$ cat src/sv/wsd_pkg.sv
// wsd_pkg: shared types and constants for the websocket frame deframer
// no dependencies; compiled before every other file of the block

package wsd_pkg;

    // width kept for the decoded payload length (16 to 64)
    localparam int LEN_BITS = 32;

    localparam logic [7:0] FIRST_TEXT   = 8'h81;
    localparam logic [7:0] FIRST_BINARY = 8'h82;

    localparam logic [31:0] LEN_FIELD_MASK = 32'h0000_007f;
    localparam logic [6:0]  LEN_EXT16      = 7'd126;
    localparam logic [6:0]  LEN_EXT64      = 7'd127;

    // header byte counts at the end of each length form
    localparam logic [3:0] HDR_AFTER_LEN  = 4'd2;
    localparam logic [3:0] HDR_END_EXT16  = 4'd4;
    localparam logic [3:0] HDR_END_EXT64  = 4'd10;
    localparam logic [3:0] HDR_AFTER_HEAD = 4'd1;

    // full header sizes, mask bytes included
    localparam logic [3:0] HSIZE_SHORT = 4'd6;
    localparam logic [3:0] HSIZE_EXT16 = 4'd8;
    localparam logic [3:0] HSIZE_EXT64 = 4'd14;

    localparam logic [LEN_BITS-1:0] LEN_ONE = LEN_BITS'(1);

    typedef enum logic [1:0] {
        KIND_PAYLOAD   = 2'd0,
        KIND_HEADER    = 2'd1,
        KIND_BAD_START = 2'd2
    } kind_t;

    typedef enum logic [5:0] {
        PH_WAIT    = 6'b000001,
        PH_LEN     = 6'b000010,
        PH_EXT16   = 6'b000100,
        PH_EXT64   = 6'b001000,
        PH_MASK    = 6'b010000,
        PH_PAYLOAD = 6'b100000
    } phase_t;

    typedef struct packed {
        kind_t       kind;
        logic [7:0]  payload_byte;
        logic        is_binary;
        logic [31:0] payload_length;
        logic [3:0]  header_size;
        logic        last_of_frame;
    } result_t;

    // low 32 bits of the kept length, zero extended when narrower
    function automatic logic [31:0] report_length(input logic [LEN_BITS-1:0] len);
        logic [63:0] wide;
        wide = 64'(len);
        return wide[31:0];
    endfunction

endpackage

$ cat src/sv/wsd_channels.sv
// wsd_in_if / wsd_out_if: valid/ready channels of the deframer
// depends on nothing; payload widths fixed by the frame format

interface wsd_in_if;
    logic       valid;
    logic       ready;
    logic [7:0] stream_byte;

    modport source (output valid, output stream_byte, input ready);
    modport sink   (input valid, input stream_byte, output ready);
endinterface

interface wsd_out_if;
    logic        valid;
    logic        ready;
    logic [1:0]  result_kind;
    logic [7:0]  payload_byte;
    logic        is_binary;
    logic [31:0] payload_length;
    logic [3:0]  header_size;
    logic        last_of_frame;

    modport source (output valid, output result_kind, output payload_byte,
                    output is_binary, output payload_length, output header_size,
                    output last_of_frame, input ready);
    modport sink   (input valid, input result_kind, input payload_byte,
                    input is_binary, input payload_length, input header_size,
                    input last_of_frame, output ready);
endinterface

$ cat src/sv/wsd_parser.sv
// wsd_parser: frame phase tracking, length decode and payload unmasking
// depends on wsd_pkg; one byte handled per accepted transfer

module wsd_parser (
    input  logic             clk,
    input  logic             rst_n,
    input  logic             accept,
    input  logic [7:0]       stream_byte,
    output logic             has_result,
    output wsd_pkg::result_t res
);

    localparam int LB = wsd_pkg::LEN_BITS;

    wsd_pkg::phase_t phase_reg, phase_next;
    logic [3:0]      header_index_reg, header_index_next;
    logic            frame_binary_reg, frame_binary_next;
    logic [LB-1:0]   length_accum_reg, length_accum_next;
    logic [31:0]     mask_key_reg, mask_key_next;
    logic [LB-1:0]   remaining_reg, remaining_next;
    logic [1:0]      mask_pos_reg, mask_pos_next;

    logic [6:0] len_field;
    logic [1:0] byte_sel;
    logic [7:0] key_byte;
    logic       is_last;

    assign len_field = stream_byte[6:0] & wsd_pkg::LEN_FIELD_MASK[6:0];
    // first mask byte sits in the top bits
    assign byte_sel  = 2'd3 - mask_pos_reg;
    assign key_byte  = mask_key_reg[{byte_sel, 3'b000} +: 8];
    assign is_last   = (remaining_reg <= wsd_pkg::LEN_ONE);

    always_comb
    begin
        phase_next        = phase_reg;
        header_index_next = header_index_reg;
        frame_binary_next = frame_binary_reg;
        length_accum_next = length_accum_reg;
        mask_key_next     = mask_key_reg;
        remaining_next    = remaining_reg;
        mask_pos_next     = mask_pos_reg;
        has_result        = 1'b0;
        res               = '0;

        case (phase_reg)
            wsd_pkg::PH_LEN:
            begin
                header_index_next = wsd_pkg::HDR_AFTER_LEN;
                length_accum_next = '0;
                mask_key_next     = '0;
                mask_pos_next     = '0;
                if (len_field == wsd_pkg::LEN_EXT16)
                begin
                    phase_next = wsd_pkg::PH_EXT16;
                end
                else if (len_field == wsd_pkg::LEN_EXT64)
                begin
                    phase_next = wsd_pkg::PH_EXT64;
                end
                else
                begin
                    length_accum_next = LB'(len_field);
                    phase_next        = wsd_pkg::PH_MASK;
                end
            end
            wsd_pkg::PH_EXT16, wsd_pkg::PH_EXT64:
            begin
                length_accum_next = {length_accum_reg[LB-9:0], stream_byte};
                header_index_next = header_index_reg + 4'd1;
                if ((phase_reg == wsd_pkg::PH_EXT16 &&
                     header_index_next >= wsd_pkg::HDR_END_EXT16) ||
                    (phase_reg == wsd_pkg::PH_EXT64 &&
                     header_index_next >= wsd_pkg::HDR_END_EXT64))
                begin
                    phase_next = wsd_pkg::PH_MASK;
                end
            end
            wsd_pkg::PH_MASK:
            begin
                mask_key_next     = {mask_key_reg[23:0], stream_byte};
                header_index_next = header_index_reg + 4'd1;
                mask_pos_next     = mask_pos_reg + 2'd1;
                // fourth mask byte closes the header
                if (mask_pos_next == 2'd0)
                begin
                    remaining_next     = length_accum_reg;
                    has_result         = 1'b1;
                    res.kind           = wsd_pkg::KIND_HEADER;
                    res.is_binary      = frame_binary_reg;
                    res.payload_length = wsd_pkg::report_length(length_accum_reg);
                    res.header_size    = header_index_next;
                    if (length_accum_reg == '0)
                    begin
                        phase_next        = wsd_pkg::PH_WAIT;
                        res.last_of_frame = 1'b1;
                    end
                    else
                    begin
                        phase_next = wsd_pkg::PH_PAYLOAD;
                    end
                end
            end
            wsd_pkg::PH_PAYLOAD:
            begin
                mask_pos_next = mask_pos_reg + 2'd1;
                if (remaining_reg != '0)
                begin
                    remaining_next = remaining_reg - wsd_pkg::LEN_ONE;
                end
                if (is_last)
                begin
                    phase_next    = wsd_pkg::PH_WAIT;
                    mask_pos_next = '0;
                end
                has_result        = 1'b1;
                res.kind          = wsd_pkg::KIND_PAYLOAD;
                res.payload_byte  = stream_byte ^ key_byte;
                res.is_binary     = frame_binary_reg;
                res.last_of_frame = is_last;
            end
            default:
            begin
                // waiting for a frame start, stray codes land here too
                phase_next        = wsd_pkg::PH_WAIT;
                header_index_next = '0;
                if (stream_byte == wsd_pkg::FIRST_TEXT ||
                    stream_byte == wsd_pkg::FIRST_BINARY)
                begin
                    frame_binary_next = (stream_byte == wsd_pkg::FIRST_BINARY);
                    header_index_next = wsd_pkg::HDR_AFTER_HEAD;
                    phase_next        = wsd_pkg::PH_LEN;
                end
                else
                begin
                    has_result = 1'b1;
                    res.kind   = wsd_pkg::KIND_BAD_START;
                end
            end
        endcase
    end

    always_ff @(posedge clk or negedge rst_n)
    begin
        if (!rst_n)
        begin
            phase_reg        <= wsd_pkg::PH_WAIT;
            header_index_reg <= '0;
            frame_binary_reg <= 1'b0;
            length_accum_reg <= '0;
            mask_key_reg     <= '0;
            remaining_reg    <= '0;
            mask_pos_reg     <= '0;
        end
        else if (accept)
        begin
            phase_reg        <= phase_next;
            header_index_reg <= header_index_next;
            frame_binary_reg <= frame_binary_next;
            length_accum_reg <= length_accum_next;
            mask_key_reg     <= mask_key_next;
            remaining_reg    <= remaining_next;
            mask_pos_reg     <= mask_pos_next;
        end
    end

    // every byte in the payload phase yields an unmasked byte
    a_payload_result: assert property (@(posedge clk) disable iff (!rst_n)
        accept && phase_reg == wsd_pkg::PH_PAYLOAD
        |-> has_result && res.kind == wsd_pkg::KIND_PAYLOAD)
        else $error("payload byte without payload result");

    // header results only carry one of the three legal sizes
    a_header_size: assert property (@(posedge clk) disable iff (!rst_n)
        accept && has_result && res.kind == wsd_pkg::KIND_HEADER
        |-> res.header_size == wsd_pkg::HSIZE_SHORT ||
            res.header_size == wsd_pkg::HSIZE_EXT16 ||
            res.header_size == wsd_pkg::HSIZE_EXT64)
        else $error("bad header size");

    // header result leaves the mask phase
    a_header_exit: assert property (@(posedge clk) disable iff (!rst_n)
        accept && phase_reg == wsd_pkg::PH_MASK && has_result
        |=> phase_reg == wsd_pkg::PH_WAIT || phase_reg == wsd_pkg::PH_PAYLOAD)
        else $error("mask phase not left after header");

endmodule

$ cat src/sv/wsd_result_reg.sv
// wsd_result_reg: output register between the parser and the result channel
// depends on wsd_pkg and wsd_out_if

module wsd_result_reg (
    input  logic              clk,
    input  logic              rst_n,
    input  logic              push,
    input  wsd_pkg::result_t  data,
    output logic              load_ok,
    wsd_out_if.source         result
);

    logic             valid_reg, valid_next;
    wsd_pkg::result_t data_reg;

    // free now, or freed by the transfer taking place this cycle
    assign load_ok = !valid_reg || result.ready;

    always_comb
    begin
        if (push)
        begin
            valid_next = 1'b1;
        end
        else if (result.ready)
        begin
            valid_next = 1'b0;
        end
        else
        begin
            valid_next = valid_reg;
        end
    end

    always_ff @(posedge clk or negedge rst_n)
    begin
        if (!rst_n)
        begin
            valid_reg <= 1'b0;
        end
        else
        begin
            valid_reg <= valid_next;
        end
    end

    always_ff @(posedge clk)
    begin
        if (push)
        begin
            data_reg <= data;
        end
    end

    assign result.valid          = valid_reg;
    assign result.result_kind    = data_reg.kind;
    assign result.payload_byte   = data_reg.payload_byte;
    assign result.is_binary      = data_reg.is_binary;
    assign result.payload_length = data_reg.payload_length;
    assign result.header_size    = data_reg.header_size;
    assign result.last_of_frame  = data_reg.last_of_frame;

    // never overwrite a result that is still stalled
    a_no_overwrite: assert property (@(posedge clk) disable iff (!rst_n)
        valid_reg && !result.ready |-> !push)
        else $error("stalled result overwritten");

    // a loaded result is offered in the next cycle
    a_push_shows: assert property (@(posedge clk) disable iff (!rst_n)
        push |=> valid_reg)
        else $error("loaded result not offered");

endmodule

$ cat src/sv/websocket_frame_deframer.sv
// websocket_frame_deframer: top level, client frame receive and unmask
// depends on wsd_pkg, wsd_channels, wsd_parser and wsd_result_reg
//
//   channel   dir   payload                                       transfer
//   stream    in    stream_byte[7:0]                              one frame byte
//   result    out   result_kind, payload_byte, is_binary,         one result
//                   payload_length[31:0], header_size, last_of_frame
//
// one byte per cycle sustained; each accepted byte is decoded in the cycle it
// is taken and its result, if any, appears on result in the next cycle
// throughput is set by the single output register: stream.ready is high
// while that register is empty or being drained by result.ready
// a stall on result holds the stored result and lowers stream.ready
// reset (rst_n low, asynchronous) returns to waiting for a frame start and
// empties the output register; no clearing pass is needed

module websocket_frame_deframer (
    input  logic      clk,
    input  logic      rst_n,
    wsd_in_if.sink    stream,
    wsd_out_if.source result
);

    logic             accept;
    logic             has_result;
    logic             load_ok;
    wsd_pkg::result_t res;

    // bytes flow whenever the output register can take a result
    assign stream.ready = load_ok;
    assign accept       = stream.valid && load_ok;

    // header bytes other than the last mask byte produce no result
    wsd_parser u_parser (
        .clk         (clk),
        .rst_n       (rst_n),
        .accept      (accept),
        .stream_byte (stream.stream_byte),
        .has_result  (has_result),
        .res         (res)
    );

    wsd_result_reg u_result_reg (
        .clk     (clk),
        .rst_n   (rst_n),
        .push    (accept && has_result),
        .data    (res),
        .load_ok (load_ok),
        .result  (result)
    );

endmodule

$ cat src/flat_wrapper.sv
// flat-port wrapper written by rule: the top's interface ports become plain ports
module websocket_frame_deframer_flat 
  (clk, rst_n, stream_valid, stream_stream_byte, stream_ready, result_valid, result_result_kind, result_payload_byte, result_is_binary, result_payload_length, result_header_size, result_last_of_frame, result_ready);
  wsd_in_if stream_i ();
  wsd_out_if result_i ();
  input  logic clk;
  input  logic rst_n;
  input wire logic [$bits(stream_i.valid)-1:0] stream_valid;
  input wire logic [$bits(stream_i.stream_byte)-1:0] stream_stream_byte;
  output wire logic [$bits(stream_i.ready)-1:0] stream_ready;
  output wire logic [$bits(result_i.valid)-1:0] result_valid;
  output wire logic [$bits(result_i.result_kind)-1:0] result_result_kind;
  output wire logic [$bits(result_i.payload_byte)-1:0] result_payload_byte;
  output wire logic [$bits(result_i.is_binary)-1:0] result_is_binary;
  output wire logic [$bits(result_i.payload_length)-1:0] result_payload_length;
  output wire logic [$bits(result_i.header_size)-1:0] result_header_size;
  output wire logic [$bits(result_i.last_of_frame)-1:0] result_last_of_frame;
  input wire logic [$bits(result_i.ready)-1:0] result_ready;
  assign stream_i.valid = stream_valid;
  assign stream_i.stream_byte = stream_stream_byte;
  assign stream_ready = stream_i.ready;
  assign result_valid = result_i.valid;
  assign result_result_kind = result_i.result_kind;
  assign result_payload_byte = result_i.payload_byte;
  assign result_is_binary = result_i.is_binary;
  assign result_payload_length = result_i.payload_length;
  assign result_header_size = result_i.header_size;
  assign result_last_of_frame = result_i.last_of_frame;
  assign result_i.ready = result_ready;
  websocket_frame_deframer u_core (.clk(clk), .rst_n(rst_n), .stream(stream_i), .result(result_i));
endmodule
$ cat config.mk
export PLATFORM = sky130hd
export DESIGN_NAME = websocket_frame_deframer_flat
export DESIGN_NICKNAME = d
export VERILOG_FILES = /design/src/sv/wsd_pkg.sv /design/src/sv/wsd_channels.sv /design/src/sv/wsd_parser.sv /design/src/sv/wsd_result_reg.sv /design/src/sv/websocket_frame_deframer.sv /design/src/flat_wrapper.sv
export SDC_FILE = /design/constraint.sdc
export NUM_CORES = 1
export LEC_CHECK = 0
export ABC_AREA = 1
export BUFFER_PORTS_ARGS = -buffer_cell sky130_fd_sc_hd__buf_4
export CORE_ASPECT_RATIO = 1.2
export CORE_MARGIN = 1
export CORE_UTILIZATION = 30
export DETAILED_ROUTE_END_ITERATION = 7
export GPL_TIMING_DRIVEN = 0
export PLACE_DENSITY = 0.47
export SETUP_SLACK_MARGIN = 0.2
export SLEW_MARGIN = 20
export SYNTH_ARGS = -nofsm -noshare
export SYNTH_HDL_FRONTEND = slang
export SYNTH_SLANG_ARGS = --single-unit
$ cat constraint.sdc
create_clock -name clk -period 3.94 [get_ports clk]
set_clock_uncertainty 0.05 [all_clocks]
set_input_delay 0.394 -clock clk [delete_from_list [all_inputs] [get_ports clk]]
set_output_delay 0.394 -clock clk [all_outputs]
set_load 0.005 [all_outputs]
==> impl_metrics.json <==
{
  "status": "completed",
  "r2r-start": "u_core.u_parser.phase_reg[3]$_DFFE_PN0P_",
  "worstSetupStartpointType": "register",
  "cap_violations": 0,
  "whs_endpoint": "u_core.u_result_reg.result.valid$_DFFE_PN0P_",
  "worstHoldStart": "result_ready",
  "syn-cell-area_um2": 8010,
  "grt_max_degree": 70,
  "synth-seq-cells": 158,
  "start_util_pct": 30.5,
  "hold_class": "input pin to register",
  "synthToLayoutAreaGrowth_pct": 19.4,
  "n_fill_cell": 2788,
  "hold_viol_final": 0,
  "place_congestion": 0.854,
  "place_ws_ps": 1350,
  "setup-violations-final": 0,
  "cts.sinks": 158,
  "num_vias": 6670,
  "fin_ws_ps": 1360,
  "worstPathArrival_ps": 2650,
  "synth_edf_count": 48,
  "grt_pass1_vias": 6614,
  "first_pass_iters": 7,
  "utilization_pct": 36.4,
  "end_kind": "register",
  "cts_tree": "built",
  "drt_iter0_drc": 415,
  "path_clk_slew_ps": 60,
  "clockBufferDepth": 2,
  "ir_drop_v": 0.000283,
  "htree_levels": 4,
  "synth.avg_cell_area_um2": 8.18,
  "rsz0062_at_grt": "false",
  "synth-main-ff-cell": "dfrtp_1",
  "cp_max_fo": 31,
  "hold_depth": 4,
  "remaining_drc_errors": 0,
  "grt_pass1_wl_um": 37000,
  "wl_per_cell_um": 16.5,
  "r2r_slack_ps": 1360,
  "synth_fp_nets": 996,
  "yosysUniqueCellTypes": 34,
  "ant_nets": 0,
  "antenna_cells": 0,
  "grt_use_total_pct": 18.1,
  "fp.dieArea_um2": 27400,
  "slew_viol_final": 0,
  "coreArea_um2": 26300,
  "routed_wl_um": 23300,
  "syn_inst": 979,
  "viasPerCell": 4.73,
  "worst_pin_slew_ps": 767,
  "clock_latency_ps": 430,
  "busiest_layer": "met2",
  "ys_seq_area_share_pct": 52.4,
  "gr-usage-met1_pct": 23.0,
  "r2r_cells": 9,
  "dpl.hpwl_um": 17200,
  "finalCriticalPeriod_ps": 2580,
  "die_h_um": 181,
  "relSlewSlack_pct": 48.9,
  "post_cts_buffers": 0,
  "ctsRootBufferMaster": "clkbuf_16",
  "reg2reg_to": "u_core.u_result_reg.result.payload_length[29]$_SDFFCE_PN0P_",
  "grtUsageMet2_pct": 30.8,
  "power.density_nw_per_um2": 408,
  "hold_ws_ps": 198,
  "setup_tns_ps": 0,
  "crit_start": "u_core.u_parser.phase_reg[3]$_DFFE_PN0P_",
  "max_freq_ghz": 0.387,
  "cp_data_required_time_ps": 4010,
  "async_flop_share_pct": 69.6,
  "grt_antenna_before_repair": 0,
  "portBuffers": 61,
  "ys_warn_count": 0,
  "ios": 62,
  "drive_gt1_share_pct": 16.0,
  "grtUsageMet3_pct": 2.85,
  "rows": 65,
  "leakage_nw": 4.45,
  "critPathKind": "register to register",
  "final.period_utilization_pct": 65.5,
  "layout.nets": 1080,
  "cts_buffers": 17,
  "die_width_um": 151,
  "overflow": 0
}
[metal layers]
layer	share of wire (%)	wire, µm
met2	50	11800
met1	44	10300
met5	0	0
met4	2.4	550
met3	3.0	693
[worst max-delay path by stage]
stage / slack [ps] / cells past startpoint / end
final: 1360 / 9 / u_core.u_result_reg.result.payload_length[29]$_SDFFCE_PN0P_
after global routing: 1190 / 9 / u_core.u_result_reg.result.payload_length[20]$_SDFFCE_PN0P_
after CTS: 1330 / 9 / u_core.u_result_reg.result.payload_length[22]$_SDFFCE_PN0P_
after detailed placement: 1350 / 9 / u_core.u_result_reg.result.payload_length[26]$_SDFFCE_PN0P_
after global placement: 440 / 8 / u_core.u_result_reg.result.payload_length[26]$_SDFFCE_PN0P_
after floorplan: 1310 / 8 / u_core.u_result_reg.result.header_size[0]$_SDFFCE_PN0P_
[cell type report]
cell class	count	area, µm²	share of cell area [%]
well taps	335	419	4.38
plain buffers	30	179	1.87
repair buffers	65	547	5.72
multi-input cells	661	3140	32.9
clock inverters	11	104	1.09
flip-flops and latches	158	4200	43.9
clock buffers	21	480	5.03
inverters	130	490	5.13
[logic make-up after synthesis]
group | Yosys count | share of synthesized area, %
and+or+nand+nor | 489 | 26.4
AOI/OAI and AO/OA | 162 | 11.6
buffers and inverters | 160 | 8.36
DFF | 158 | 52.4
xor gates and xnor gates | 5 | 0.547
adders and majority gates | 5 | 0.781
[synth_stat cells (5+ instances only)]
cell type | count | area (µm²)
nand3_1 | 55 | 275
nand2_1 | 237 | 890
buf_4 | 6 | 45.0
ha_1 | 5 | 62.6
clkbuf_1 | 7 | 26.3
nand4_1 | 12 | 75.1
nor2_1 | 146 | 548
o22ai_1 | 56 | 350
o21ai_1 | 6 | 30.0
buf_2 | 11 | 55.1
inv_2 | 7 | 26.3
dfrtp_1 | 109 | 2730
xor2_1 | 5 | 43.8
nand2_2 | 6 | 37.5
nand3_2 | 6 | 60.1
nor2_2 | 13 | 81.3
inv_1 | 122 | 458
o21ai_2 | 9 | 78.8
o21ai_0 | 59 | 295
a21oi_1 | 28 | 140
edfxtp_1 | 48 | 1440
[stage by stage]
step	total power [mW]	std cells	cell area, µm²
final	3.90	1411	9560
after global routing	4.07	1411	9560
after detailed placement	2.29	1378	8960
after global placement	2.28	1375	8890
after CTS	3.94	1411	9560
after floorplan	2.12	979	8010
[report_power, final]
part | switching [mW] | internal [mW]
clock | 0.695 | 0.942
combinational | 0.255 | 0.141
sequential | 0.0644 | 1.80
[timing repair]
item | 4_1_cts | 5_1_grt
hold endpoints to repair | 67 | 0
hold buffers | 1 | 0
setup endpoints to repair | 0 | 0
gates resized for setup | 0 | 0
[placed cells by master (no fill, tap or decap), types with 6 or more instances in the layout]
master,netlist,final
nand2_1,237,237
nor2_1,146,146
inv_1,122,121
dfrtp_1,109,109
buf_4,6,66
o21ai_0,59,59
o22ai_1,56,56
nand3_1,55,55
edfxtp_1,48,48
a21oi_1,28,28
clkbuf_16,0,17
nor2_2,13,13
nand4_1,12,12
buf_2,11,11
o21ai_2,9,9
inv_2,7,8
clkbuf_1,7,7
nand2_2,6,6
nand3_2,6,6
o21ai_1,6,6
[worst max-delay path: stages (launching register included)]
cell and delay, ps:
dfrtp_1 410, nor2_2 200, nand2_4 120, nor2_8 180, buf_2 280, nor2_1 130
o21ai_0 90, nand3_1 130, inv_2 380, buf_12 260
Note: power is estimated with default switching activity, not from simulation.
